### src/design/ipdt_pkg.sv
package ipdt_pkg;

   // Phase resolution in bits and number of CORDIC iterations.
   localparam int PHASE_BITS   = 16;
   localparam int CORDIC_STEPS = 16;

   // Field widths.
   localparam int IN_W    = 48;
   localparam int LOAD_W  = 32;
   localparam int DIST_W  = 32;
   localparam int HW_W    = 16;
   localparam int OUT_PH_W = 16;

   // CORDIC datapath: the sample is negated and then grows by the CORDIC gain.
   localparam int XW = IN_W + 4;
   localparam int KW = (CORDIC_STEPS > 1) ? $clog2(CORDIC_STEPS) : 1;
   localparam int ATAN_IW = 5;

   // Distance accumulator with PHASE_BITS fraction bits.
   localparam int AW = DIST_W + PHASE_BITS;
   localparam int PW = PHASE_BITS + HW_W + 1;

   // Queue between the front and the back.
   localparam int QDEPTH = 2;
   localparam int QPW    = $clog2(QDEPTH);
   localparam int QCW    = $clog2(QDEPTH + 1);

   // Reset value of the half wavelength register.
   localparam logic [HW_W-1:0] HW_RESET = 16'd9800;

   // Request actions.
   localparam logic ACT_SAMPLE = 1'b0;
   localparam logic ACT_LOAD   = 1'b1;

   // One classified request as it travels from the front to the back.
   typedef struct packed {
      logic                     load;
      logic                     zero;
      logic signed [XW-1:0]     x;
      logic signed [XW-1:0]     y;
      logic [31:0]              z;
      logic signed [LOAD_W-1:0] distance_load;
   } work_type;

   // Arctangent of 2^-k in turns scaled by 2^32.
   function automatic logic [31:0] atan_turns(input logic [ATAN_IW-1:0] k);
      logic [31:0] a;
      case (k)
         5'd0:    a = 32'd536870912;
         5'd1:    a = 32'd316933406;
         5'd2:    a = 32'd167458907;
         5'd3:    a = 32'd85004756;
         5'd4:    a = 32'd42667331;
         5'd5:    a = 32'd21354465;
         5'd6:    a = 32'd10679838;
         5'd7:    a = 32'd5340245;
         5'd8:    a = 32'd2670163;
         5'd9:    a = 32'd1335087;
         5'd10:   a = 32'd667544;
         5'd11:   a = 32'd333772;
         5'd12:   a = 32'd166886;
         5'd13:   a = 32'd83443;
         5'd14:   a = 32'd41722;
         5'd15:   a = 32'd20861;
         5'd16:   a = 32'd10430;
         5'd17:   a = 32'd5215;
         5'd18:   a = 32'd2608;
         5'd19:   a = 32'd1304;
         5'd20:   a = 32'd652;
         5'd21:   a = 32'd326;
         5'd22:   a = 32'd163;
         5'd23:   a = 32'd81;
         default: a = 32'd0;
      endcase
      return a;
   endfunction

endpackage

### src/design/ipdt_front.sv
module ipdt_front (
   input  logic                             clock,
   input  logic                             reset,
   input  logic                             req_push,
   output logic                             req_full,
   input  logic                             req_action,
   input  logic signed [ipdt_pkg::IN_W-1:0]   req_i_value,
   input  logic signed [ipdt_pkg::IN_W-1:0]   req_q_value,
   input  logic signed [ipdt_pkg::LOAD_W-1:0] req_distance_load,
   output ipdt_pkg::work_type               work,
   output logic                             work_push,
   input  logic                             work_full
);

   ipdt_pkg::work_type work_ff, work_in;
   logic               valid_ff, valid_in;
   logic               accept;
   logic signed [ipdt_pkg::XW-1:0] i_ext, q_ext;

   // The stage is blocked only when it holds a request the queue cannot take.
   assign req_full  = valid_ff & work_full;
   assign accept    = req_push & ~req_full;
   assign work_push = valid_ff & ~work_full;
   assign work      = work_ff;

   // Classify the request and pre-rotate vectors in the left half plane.
   always_comb begin
      i_ext = ipdt_pkg::XW'(req_i_value);
      q_ext = ipdt_pkg::XW'(req_q_value);
      work_in.load          = (req_action == ipdt_pkg::ACT_LOAD);
      work_in.zero          = (req_i_value == '0) && (req_q_value == '0);
      work_in.distance_load = req_distance_load;
      if (req_i_value[ipdt_pkg::IN_W-1]) begin
         work_in.x = -i_ext;
         work_in.y = -q_ext;
         work_in.z = 32'h8000_0000;
      end else begin
         work_in.x = i_ext;
         work_in.y = q_ext;
         work_in.z = 32'h0;
      end
   end

   // Stage valid bit.
   assign valid_in = accept | (valid_ff & work_full);

   always_ff @(posedge clock) begin
      if (reset) begin
         valid_ff <= 1'b0;
      end else begin
         valid_ff <= valid_in;
      end
   end

   // Stage payload.
   always_ff @(posedge clock) begin
      if (accept) begin
         work_ff <= work_in;
      end
   end

endmodule

### src/design/ipdt_queue.sv
module ipdt_queue (
   input  logic               clock,
   input  logic               reset,
   input  logic               push,
   input  ipdt_pkg::work_type push_data,
   output logic               full,
   input  logic               pop,
   output ipdt_pkg::work_type pop_data,
   output logic               empty
);

   ipdt_pkg::work_type             entry_ff [ipdt_pkg::QDEPTH];
   logic [ipdt_pkg::QPW-1:0]       wr_ptr_ff, wr_ptr_in;
   logic [ipdt_pkg::QPW-1:0]       rd_ptr_ff, rd_ptr_in;
   logic [ipdt_pkg::QCW-1:0]       count_ff, count_in;
   logic                           do_push, do_pop;

   assign full     = (count_ff == ipdt_pkg::QCW'(ipdt_pkg::QDEPTH));
   assign empty    = (count_ff == '0);
   assign do_push  = push & ~full;
   assign do_pop   = pop & ~empty;
   assign pop_data = entry_ff[rd_ptr_ff];

   // Pointer and fill count update with wrap at the queue depth.
   always_comb begin
      wr_ptr_in = wr_ptr_ff;
      rd_ptr_in = rd_ptr_ff;
      count_in  = count_ff;
      if (do_push) begin
         wr_ptr_in = (wr_ptr_ff == ipdt_pkg::QPW'(ipdt_pkg::QDEPTH - 1)) ? '0
                   : wr_ptr_ff + 1'b1;
      end
      if (do_pop) begin
         rd_ptr_in = (rd_ptr_ff == ipdt_pkg::QPW'(ipdt_pkg::QDEPTH - 1)) ? '0
                   : rd_ptr_ff + 1'b1;
      end
      if (do_push && !do_pop) begin
         count_in = count_ff + 1'b1;
      end else if (do_pop && !do_push) begin
         count_in = count_ff - 1'b1;
      end
   end

   always_ff @(posedge clock) begin
      if (reset) begin
         wr_ptr_ff <= '0;
         rd_ptr_ff <= '0;
         count_ff  <= '0;
      end else begin
         wr_ptr_ff <= wr_ptr_in;
         rd_ptr_ff <= rd_ptr_in;
         count_ff  <= count_in;
      end
   end

   // Entry storage.
   always_ff @(posedge clock) begin
      if (do_push) begin
         entry_ff[wr_ptr_ff] <= push_data;
      end
   end

endmodule

### src/design/ipdt_back.sv
module ipdt_back (
   input  logic                              clock,
   input  logic                              reset,
   input  logic [ipdt_pkg::HW_W-1:0]         half_wl,
   input  ipdt_pkg::work_type                work,
   input  logic                              work_empty,
   output logic                              work_pop,
   output logic                              rsp_empty,
   input  logic                              rsp_pop,
   output logic [ipdt_pkg::OUT_PH_W-1:0]     rsp_phase_turns,
   output logic signed [ipdt_pkg::DIST_W-1:0] rsp_distance_um,
   output logic                              rsp_saturated
);

   localparam int PB = ipdt_pkg::PHASE_BITS;
   localparam int AW = ipdt_pkg::AW;
   localparam int XW = ipdt_pkg::XW;
   localparam int KW = ipdt_pkg::KW;
   localparam int PW = ipdt_pkg::PW;
   localparam logic [KW-1:0] K_LAST = KW'(ipdt_pkg::CORDIC_STEPS - 1);
   localparam logic [31:0]   ROUND_ONE = 32'd1 << (31 - PB);
   localparam logic signed [AW-1:0] ACC_MAX = {1'b0, {(AW-1){1'b1}}};
   localparam logic signed [AW-1:0] ACC_MIN = {1'b1, {(AW-1){1'b0}}};

   typedef enum logic [5:0] {
      S_IDLE   = 6'b000001,
      S_CORDIC = 6'b000010,
      S_ROUND  = 6'b000100,
      S_MULT   = 6'b001000,
      S_SUM    = 6'b010000,
      S_DONE   = 6'b100000
   } state_type;

   state_type                 state_ff, state_in;
   logic [KW-1:0]             k_ff, k_in;
   logic signed [XW-1:0]      x_ff, x_in, y_ff, y_in;
   logic [31:0]               z_ff, z_in;
   logic signed [PB-1:0]      step_ff, step_in;
   logic signed [PW-1:0]      prod_ff, prod_in;
   logic signed [AW-1:0]      acc_ff, acc_in;
   logic [PB-1:0]             last_ff, last_in;
   logic                      sat_ff, sat_in;
   logic                      out_valid_ff, out_valid_in;
   logic [ipdt_pkg::OUT_PH_W-1:0]      out_ph_ff;
   logic signed [ipdt_pkg::DIST_W-1:0] out_dist_ff;
   logic                               out_sat_ff;
   logic                      out_load;
   logic signed [XW-1:0]      dx, dy;
   logic [31:0]               atan_k, z_rnd;
   logic [PB-1:0]             ph;
   logic signed [AW:0]        sum;
   logic [PB+ipdt_pkg::OUT_PH_W-1:0] ph_wide;

   assign work_pop = (state_ff == S_IDLE) & ~work_empty;
   assign out_load = (state_ff == S_DONE) & (~out_valid_ff | rsp_pop);

   // Shared CORDIC step terms and phase rounding.
   assign dx     = y_ff >>> k_ff;
   assign dy     = x_ff >>> k_ff;
   assign atan_k = ipdt_pkg::atan_turns(ipdt_pkg::ATAN_IW'(k_ff));
   assign z_rnd  = z_ff + ROUND_ONE;
   assign ph     = z_rnd[31:32-PB];
   assign sum    = (AW+1)'(acc_ff) + (AW+1)'(prod_ff);

   // Sequencer for one request.
   always_comb begin
      state_in = state_ff;
      k_in     = k_ff;
      x_in     = x_ff;
      y_in     = y_ff;
      z_in     = z_ff;
      step_in  = step_ff;
      prod_in  = prod_ff;
      acc_in   = acc_ff;
      last_in  = last_ff;
      sat_in   = sat_ff;
      case (state_ff)
         S_IDLE: begin
            if (!work_empty) begin
               x_in = work.x;
               y_in = work.y;
               z_in = work.z;
               k_in = '0;
               if (work.load) begin
                  acc_in   = {work.distance_load, {PB{1'b0}}};
                  sat_in   = 1'b0;
                  state_in = S_DONE;
               end else if (work.zero) begin
                  z_in     = '0;
                  state_in = S_ROUND;
               end else begin
                  state_in = S_CORDIC;
               end
            end
         end
         S_CORDIC: begin
            if (!y_ff[XW-1]) begin
               x_in = x_ff + dx;
               y_in = y_ff - dy;
               z_in = z_ff + atan_k;
            end else begin
               x_in = x_ff - dx;
               y_in = y_ff + dy;
               z_in = z_ff - atan_k;
            end
            k_in = k_ff + 1'b1;
            if (k_ff == K_LAST) begin
               state_in = S_ROUND;
            end
         end
         S_ROUND: begin
            // The wrapped difference read as signed is the unwrapped step.
            step_in  = $signed(ph - last_ff);
            last_in  = ph;
            state_in = S_MULT;
         end
         S_MULT: begin
            prod_in  = PW'(step_ff * $signed({1'b0, half_wl}));
            state_in = S_SUM;
         end
         S_SUM: begin
            if (sum[AW] != sum[AW-1]) begin
               acc_in = sum[AW] ? ACC_MIN : ACC_MAX;
               sat_in = 1'b1;
            end else begin
               acc_in = sum[AW-1:0];
               sat_in = 1'b0;
            end
            state_in = S_DONE;
         end
         S_DONE: begin
            if (out_load) begin
               state_in = S_IDLE;
            end
         end
         default: begin
            state_in = S_IDLE;
         end
      endcase
   end

   always_ff @(posedge clock) begin
      if (reset) begin
         state_ff <= S_IDLE;
         k_ff     <= '0;
         acc_ff   <= '0;
         last_ff  <= '0;
         sat_ff   <= 1'b0;
      end else begin
         state_ff <= state_in;
         k_ff     <= k_in;
         acc_ff   <= acc_in;
         last_ff  <= last_in;
         sat_ff   <= sat_in;
      end
   end

   always_ff @(posedge clock) begin
      x_ff    <= x_in;
      y_ff    <= y_in;
      z_ff    <= z_in;
      step_ff <= step_in;
      prod_ff <= prod_in;
   end

   // Result register decouples the back from the consumer.
   assign out_valid_in = out_load | (out_valid_ff & ~rsp_pop);
   assign ph_wide      = {last_ff, {ipdt_pkg::OUT_PH_W{1'b0}}};

   always_ff @(posedge clock) begin
      if (reset) begin
         out_valid_ff <= 1'b0;
      end else begin
         out_valid_ff <= out_valid_in;
      end
   end

   always_ff @(posedge clock) begin
      if (out_load) begin
         out_ph_ff   <= ph_wide[PB+ipdt_pkg::OUT_PH_W-1:PB];
         out_dist_ff <= acc_ff[AW-1:PB];
         out_sat_ff  <= sat_ff;
      end
   end

   assign rsp_empty       = ~out_valid_ff;
   assign rsp_phase_turns = out_ph_ff;
   assign rsp_distance_um = out_dist_ff;
   assign rsp_saturated   = out_sat_ff;

`ifndef ASSERT_OFF
   // A new request is only taken from the queue while the sequencer is idle.
   a_pop_idle: assert property (@(posedge clock) disable iff (reset)
      work_pop |-> (state_ff == S_IDLE))
      else $error("request taken while sequencer busy");

   // The last CORDIC iteration always hands over to rounding.
   a_cordic_end: assert property (@(posedge clock) disable iff (reset)
      (state_ff == S_CORDIC && k_ff == K_LAST) |=> (state_ff == S_ROUND))
      else $error("CORDIC did not finish after its last iteration");

   // A saturation flag means the accumulator sits at one of its limits.
   a_sat_limit: assert property (@(posedge clock) disable iff (reset)
      sat_ff |-> (acc_ff == ACC_MAX || acc_ff == ACC_MIN))
      else $error("saturation flagged with accumulator inside range");

   // A load request yields an unsaturated result.
   a_load_nosat: assert property (@(posedge clock) disable iff (reset)
      (work_pop && work.load) |=> !sat_ff)
      else $error("load request left saturation flag set");
`endif

endmodule

### src/design/iq_phase_distance_tracker_unit.sv
// Phase-based distance tracker. Each request carries one baseband I/Q sample
// or a distance load. For a sample, the block finds the phase with a
// sixteen-step iterative CORDIC, unwraps it against the previous phase into a
// step of [-1/2, +1/2) turn (an exact half turn counts as -1/2), multiplies the
// step by the half wavelength register and adds it to a saturating distance
// accumulator with 16 fraction bits. A load request overwrites the distance and
// returns the held phase. Each request gives one response on the rsp_ side.
// A sample steps the back end through idle, the CORDIC iterations (which
// share one datapath), round, multiply, sum and done; a zero vector skips
// the iterations, and a load goes from idle straight to done. A response
// that is not popped holds the back end until the response register frees.
// The front stage and a two-entry queue keep taking requests while the back
// end works, and a response register holds the oldest result until popped.
// The half wavelength register resets to 9800 um; the user must write it only
// while the block is idle, as the block itself does not enforce this.
module iq_phase_distance_tracker_unit (
   input  logic                              clock,
   input  logic                              reset,
   input  logic                              req_push,
   output logic                              req_full,
   input  logic                              req_action,
   input  logic signed [ipdt_pkg::IN_W-1:0]   req_i_value,
   input  logic signed [ipdt_pkg::IN_W-1:0]   req_q_value,
   input  logic signed [ipdt_pkg::LOAD_W-1:0] req_distance_load,
   output logic                              rsp_empty,
   input  logic                              rsp_pop,
   output logic [ipdt_pkg::OUT_PH_W-1:0]     rsp_phase_turns,
   output logic signed [ipdt_pkg::DIST_W-1:0] rsp_distance_um,
   output logic                              rsp_saturated,
   input  logic                              csr_we,
   input  logic [ipdt_pkg::HW_W-1:0]         csr_wdata
);

   logic [ipdt_pkg::HW_W-1:0] half_wl_ff;
   ipdt_pkg::work_type        front_work, queue_work;
   logic                      front_push, queue_full, queue_empty, back_pop;

   // Half wavelength configuration register.
   always_ff @(posedge clock) begin
      if (reset) begin
         half_wl_ff <= ipdt_pkg::HW_RESET;
      end else if (csr_we) begin
         half_wl_ff <= csr_wdata;
      end
   end

   // Front end accepts and classifies requests.
   ipdt_front u_front (
      .clock             (clock),
      .reset             (reset),
      .req_push          (req_push),
      .req_full          (req_full),
      .req_action        (req_action),
      .req_i_value       (req_i_value),
      .req_q_value       (req_q_value),
      .req_distance_load (req_distance_load),
      .work              (front_work),
      .work_push         (front_push),
      .work_full         (queue_full)
   );

   // Queue between front and back ends.
   ipdt_queue u_queue (
      .clock     (clock),
      .reset     (reset),
      .push      (front_push),
      .push_data (front_work),
      .full      (queue_full),
      .pop       (back_pop),
      .pop_data  (queue_work),
      .empty     (queue_empty)
   );

   // Back end runs the CORDIC and the distance update.
   ipdt_back u_back (
      .clock           (clock),
      .reset           (reset),
      .half_wl         (half_wl_ff),
      .work            (queue_work),
      .work_empty      (queue_empty),
      .work_pop        (back_pop),
      .rsp_empty       (rsp_empty),
      .rsp_pop         (rsp_pop),
      .rsp_phase_turns (rsp_phase_turns),
      .rsp_distance_um (rsp_distance_um),
      .rsp_saturated   (rsp_saturated)
   );

endmodule
### config.mk
export PLATFORM = sky130hd
export DESIGN_NAME = iq_phase_distance_tracker_unit
export DESIGN_NICKNAME = d
export VERILOG_FILES = /design/src/design/ipdt_pkg.sv /design/src/design/ipdt_front.sv /design/src/design/ipdt_queue.sv /design/src/design/ipdt_back.sv /design/src/design/iq_phase_distance_tracker_unit.sv
export SDC_FILE = /design/constraint.sdc
export NUM_CORES = 2
export LEC_CHECK = 0
export ABC_AREA = 1
export BUFFER_PORTS_ARGS = -buffer_cell sky130_fd_sc_hd__buf_2
export CAP_MARGIN = 10
export CORE_MARGIN = 5
export CORE_UTILIZATION = 45
export CTS_CLUSTER_DIAMETER = 200
export DETAILED_ROUTE_END_ITERATION = 10
export PLACE_DENSITY_LB_ADDON = 0.25
export SETUP_SLACK_MARGIN = 0.3
export SYNTH_ARGS = -nofsm -noshare
export SYNTH_HDL_FRONTEND = slang
export SYNTH_SLANG_ARGS = --single-unit
export TNS_END_PERCENT = 10
### constraint.sdc
create_clock -name clock -period 19.1 [get_ports clock]
set_input_delay 1.91 -clock clock [delete_from_list [all_inputs] [get_ports clock]]
set_output_delay 1.91 -clock clock [all_outputs]
set_load 0.02 [all_outputs]
==> impl_metrics.env <==
export IMPL_fmax_mhz=141.6
export IMPL_seq_area_frac_synth_pct=36.40
export IMPL_powerDensity_mw_per_mm2=207.7
export IMPL_start_util_pct=45.40
export IMPL_ys_flop_type="edfxtp_1"
export IMPL_grt_first_pass_wirelength_mm=312.1
export IMPL_cts_tree="built"
export IMPL_synth_top_area_share_pct=32.18
export IMPL_worstPathRequired_ns=19.56
export IMPL_utilization_pct=49.53
export IMPL_post_cts_resized=0
export IMPL_slew_limit_headroom_pct=18.85
export IMPL_crit_path_max_fanout=104
export IMPL_hpwl_mm=161.3
export IMPL_synth_edff_count=651
export IMPL_track_usage_pct=28.34
export IMPL_critPathSlowestCell="buf_4"
export IMPL_ys_top_cells_by_area="edfxtp_1 32%, nand2_1 14%, ha_1 6.9%"
export IMPL_setup_tns_ns=0
export IMPL_cts_hold_buf=0
export IMPL_drtIter0Drc=6298
export IMPL_hold_viol_final=0
export IMPL_netlist_instances=7963
export IMPL_clkSinkCount=779
export IMPL_rsz0062_at_grt="false"
export IMPL_syn2layout_area_growth_pct=9.083
export IMPL_drt_vias_per_instance=5.529
export IMPL_yosysTopAreaCell="edfxtp_1"
export IMPL_ant_nets=0
export IMPL_fin_crit_ns=7.062
export IMPL_cts_max_level=3
export IMPL_gr_total_overflow=0
export IMPL_io_pins=201
export IMPL_min_path_type="reg2reg"
export IMPL_syn_area_mm2=0.06075
export IMPL_cts_setup_buffers=0
export IMPL_finalClockSkew_ns=0.07488
export IMPL_vias=54550
export IMPL_cts_made_buffers=88
export IMPL_setup_viol=0
export IMPL_worstSetupPathType="reg2reg"
export IMPL_p_leak_nw=29.67
export IMPL_cts_root_buf="clkbuf_16"
export IMPL_tightestPinTransition_ns=1.217
export IMPL_grt_pass1_vias=51090
export IMPL_period_share_pct=36.98
export IMPL_clk_latency_ns=0.74
export IMPL_clkTransAtPathRegs_ns=0.06
export IMPL_synth_area_per_cell_um2=7.629
export IMPL_grt_start_max_net_pins=113
export IMPL_cp_num_buf_inv=6
export IMPL_crit_path_end_kind="flip-flop"
export IMPL_fp_row_count=134
export IMPL_portBuffers=200
export IMPL_cts_max_path_buffers=3
export IMPL_wirelength_mm=205.0
export IMPL_die_w_um=377.4
export IMPL_yosysWarnings=0
export IMPL_dieArea_mm2=0.1424
export IMPL_max_stage_delay_ns=0.85
export IMPL_startpoint_type="flip-flop"
export IMPL_ir_worst_vdd_mv=0.1216
export IMPL_drv_cap=0
export IMPL_wl_per_cell_um=20.78
export IMPL_coreArea_mm2=0.1338
export IMPL_nets=8704
export IMPL_crit_family="simple AND/OR/NAND/NOR gates"
export IMPL_drv_slew=0
export IMPL_hold_ws_ns=0.4400
export IMPL_layout_drive_gt1_share_pct=6.484
export IMPL_place_congestion=0.9825
export IMPL_synth_seq_cells=779
export IMPL_die_height_um=377.4
export IMPL_synthArstFlopShare_pct=0
export IMPL_arrival_ns=7.52
export IMPL_outcome="finished, final reports clean"
export IMPL_synth_cell_types=65
export IMPL_antenna_found_initial=4
export IMPL_crit_top_cell="nand2_1"
export IMPL_drcViolationCount=0
export IMPL_dr_pass1_iters=6
-- cell type report --
type / count / area (um2)
multi-input combinational: 5930 / 33770
tap: 1768 / 2212
clock buffer: 118 / 2432
sequential: 779 / 22130
fill: 13240 / 67530
inverter: 979 / 3695
clock inverter: 47 / 681.9
timing repair buffer: 244 / 1344
antenna: 1 / 2.502
-- kinds of logic after synthesis --
kind of cell | count (synthesis) | synth area share, %
simple gates | 3962 | 27.25
buf+inv | 1257 | 8.093
compound gates | 1096 | 9.969
flops | 779 | 36.40
fa+ha+maj | 532 | 13.42
xor+xnor | 326 | 4.700
mux | 10 | 0.1648
other cells | 1 | 0.006173
-- per-stage QoR --
step / cells / setup WS [ns] / cell area, um2 / total power, W
CTS: 9865 / 12.38 / 66260 / 0.01362
global route: 9865 / 11.72 / 66260 / 0.01486
global placement: 9700 / 12.37 / 63150 / 0.01177
detailed placement: 9700 / 12.38 / 63150 / 0.01173
floorplan: 7966 / 11.97 / 60760 / 0.008873
finish: 9866 / 12.04 / 66260 / 0.01376
-- sequential cells by signal, indices dropped and copies added, names as in the netlist, 30 cells and up, named ones only --
register,cells
u_front.work,139
u_back.atan_k,30
u_back.z_ff,32
u_back.x_ff,52
u_back.acc_ff,48
u_back.prod_ff,33
u_back.rsp_distance_um,32
u_queue.entry_ff,278
u_back.y_ff,52
-- worst paths after layout --
check | from | endpoint | slack (ns) | cells after the start
worst min register to register | u_front.work[5] | u_queue.entry_ff[1][5] | 0.44 | 0
worst min-delay path | u_front.work[5] | u_queue.entry_ff[1][5] | 0.44 | 0
worst max-delay path | u_back.k_ff[1] | u_back.y_ff[45] | 12.04 | 32
worst max register to register | u_back.k_ff[1] | u_back.y_ff[45] | 12.04 | 32
-- power breakdown --
group / total (W) / leakage, nW / internal (W) / switching, W
clock: 0.00181 / 1.49 / 0.00105 / 0.000759
sequential: 0.00272 / 7.16 / 0.00240 / 0.000322
combinational: 0.00923 / 21.0 / 0.00282 / 0.00641
-- layer usage --
metal  up-vias  GRT usage (%)  share of wire, %
met5         -              0                 0
met4         0          5.775               2.0
met3       228          5.319               8.8
met2      2169          40.62                41
met1     25760          44.38                49
li1      26390              -                 -
-- layout by cell type, fill, tap and decap left out, types with 12 or more instances in the layout --
cell type  netlist  final
clkbuf_16        0     91
a21o_1          25     25
fa_1           199    199
nand4_1         74     74
nand3b_1        12     12
a31oi_1         92     92
buf_4            8     43
nand2_1       2250   2250
nor2_2          20     21
ha_1           333    333
xnor2_1        130    130
o21bai_1        31     31
a21boi_0        12     12
o21ai_1         26     26
dfxtp_1        128    123
o21ai_0        375    375
or2_2           20     20
nor4_1          33     31
buf_2           64    200
nor2_1         670    667
nor3_1          80     80
o21ai_2         19     19
nand2_2         19     19
o21a_1          18     18
inv_2           19     19
o211ai_1        14     14
clkbuf_1       173     21
inv_1          956    951
nand3_1        752    752
edfxtp_1       651    651
xor2_1         196    196
a21oi_1        446    445
-- cell usage after synthesis (92+ instances only) --
master	number
inv_1	956
o21ai_0	375
xor2_1	196
fa_1	199
nand3_1	752
xnor2_1	130
clkbuf_1	173
nor2_1	670
ha_1	333
dfxtp_1	128
a21oi_1	446
edfxtp_1	651
nand2_1	2250
a31oi_1	92
-- worst reg2reg max path: cells and delay by family (launching register included) --
family / cells / cell delay (ns)
DFF: 1 / 0.33
adders and majority gates: 2 / 0.57
xor gates and xnor gates: 1 / 0.37
AOI/OAI and AO/OA: 1 / 0.19
and+or+nand+nor: 22 / 3.59
buffers and inverters: 6 / 1.81
Note: power is estimated with default switching activity, not from simulation.
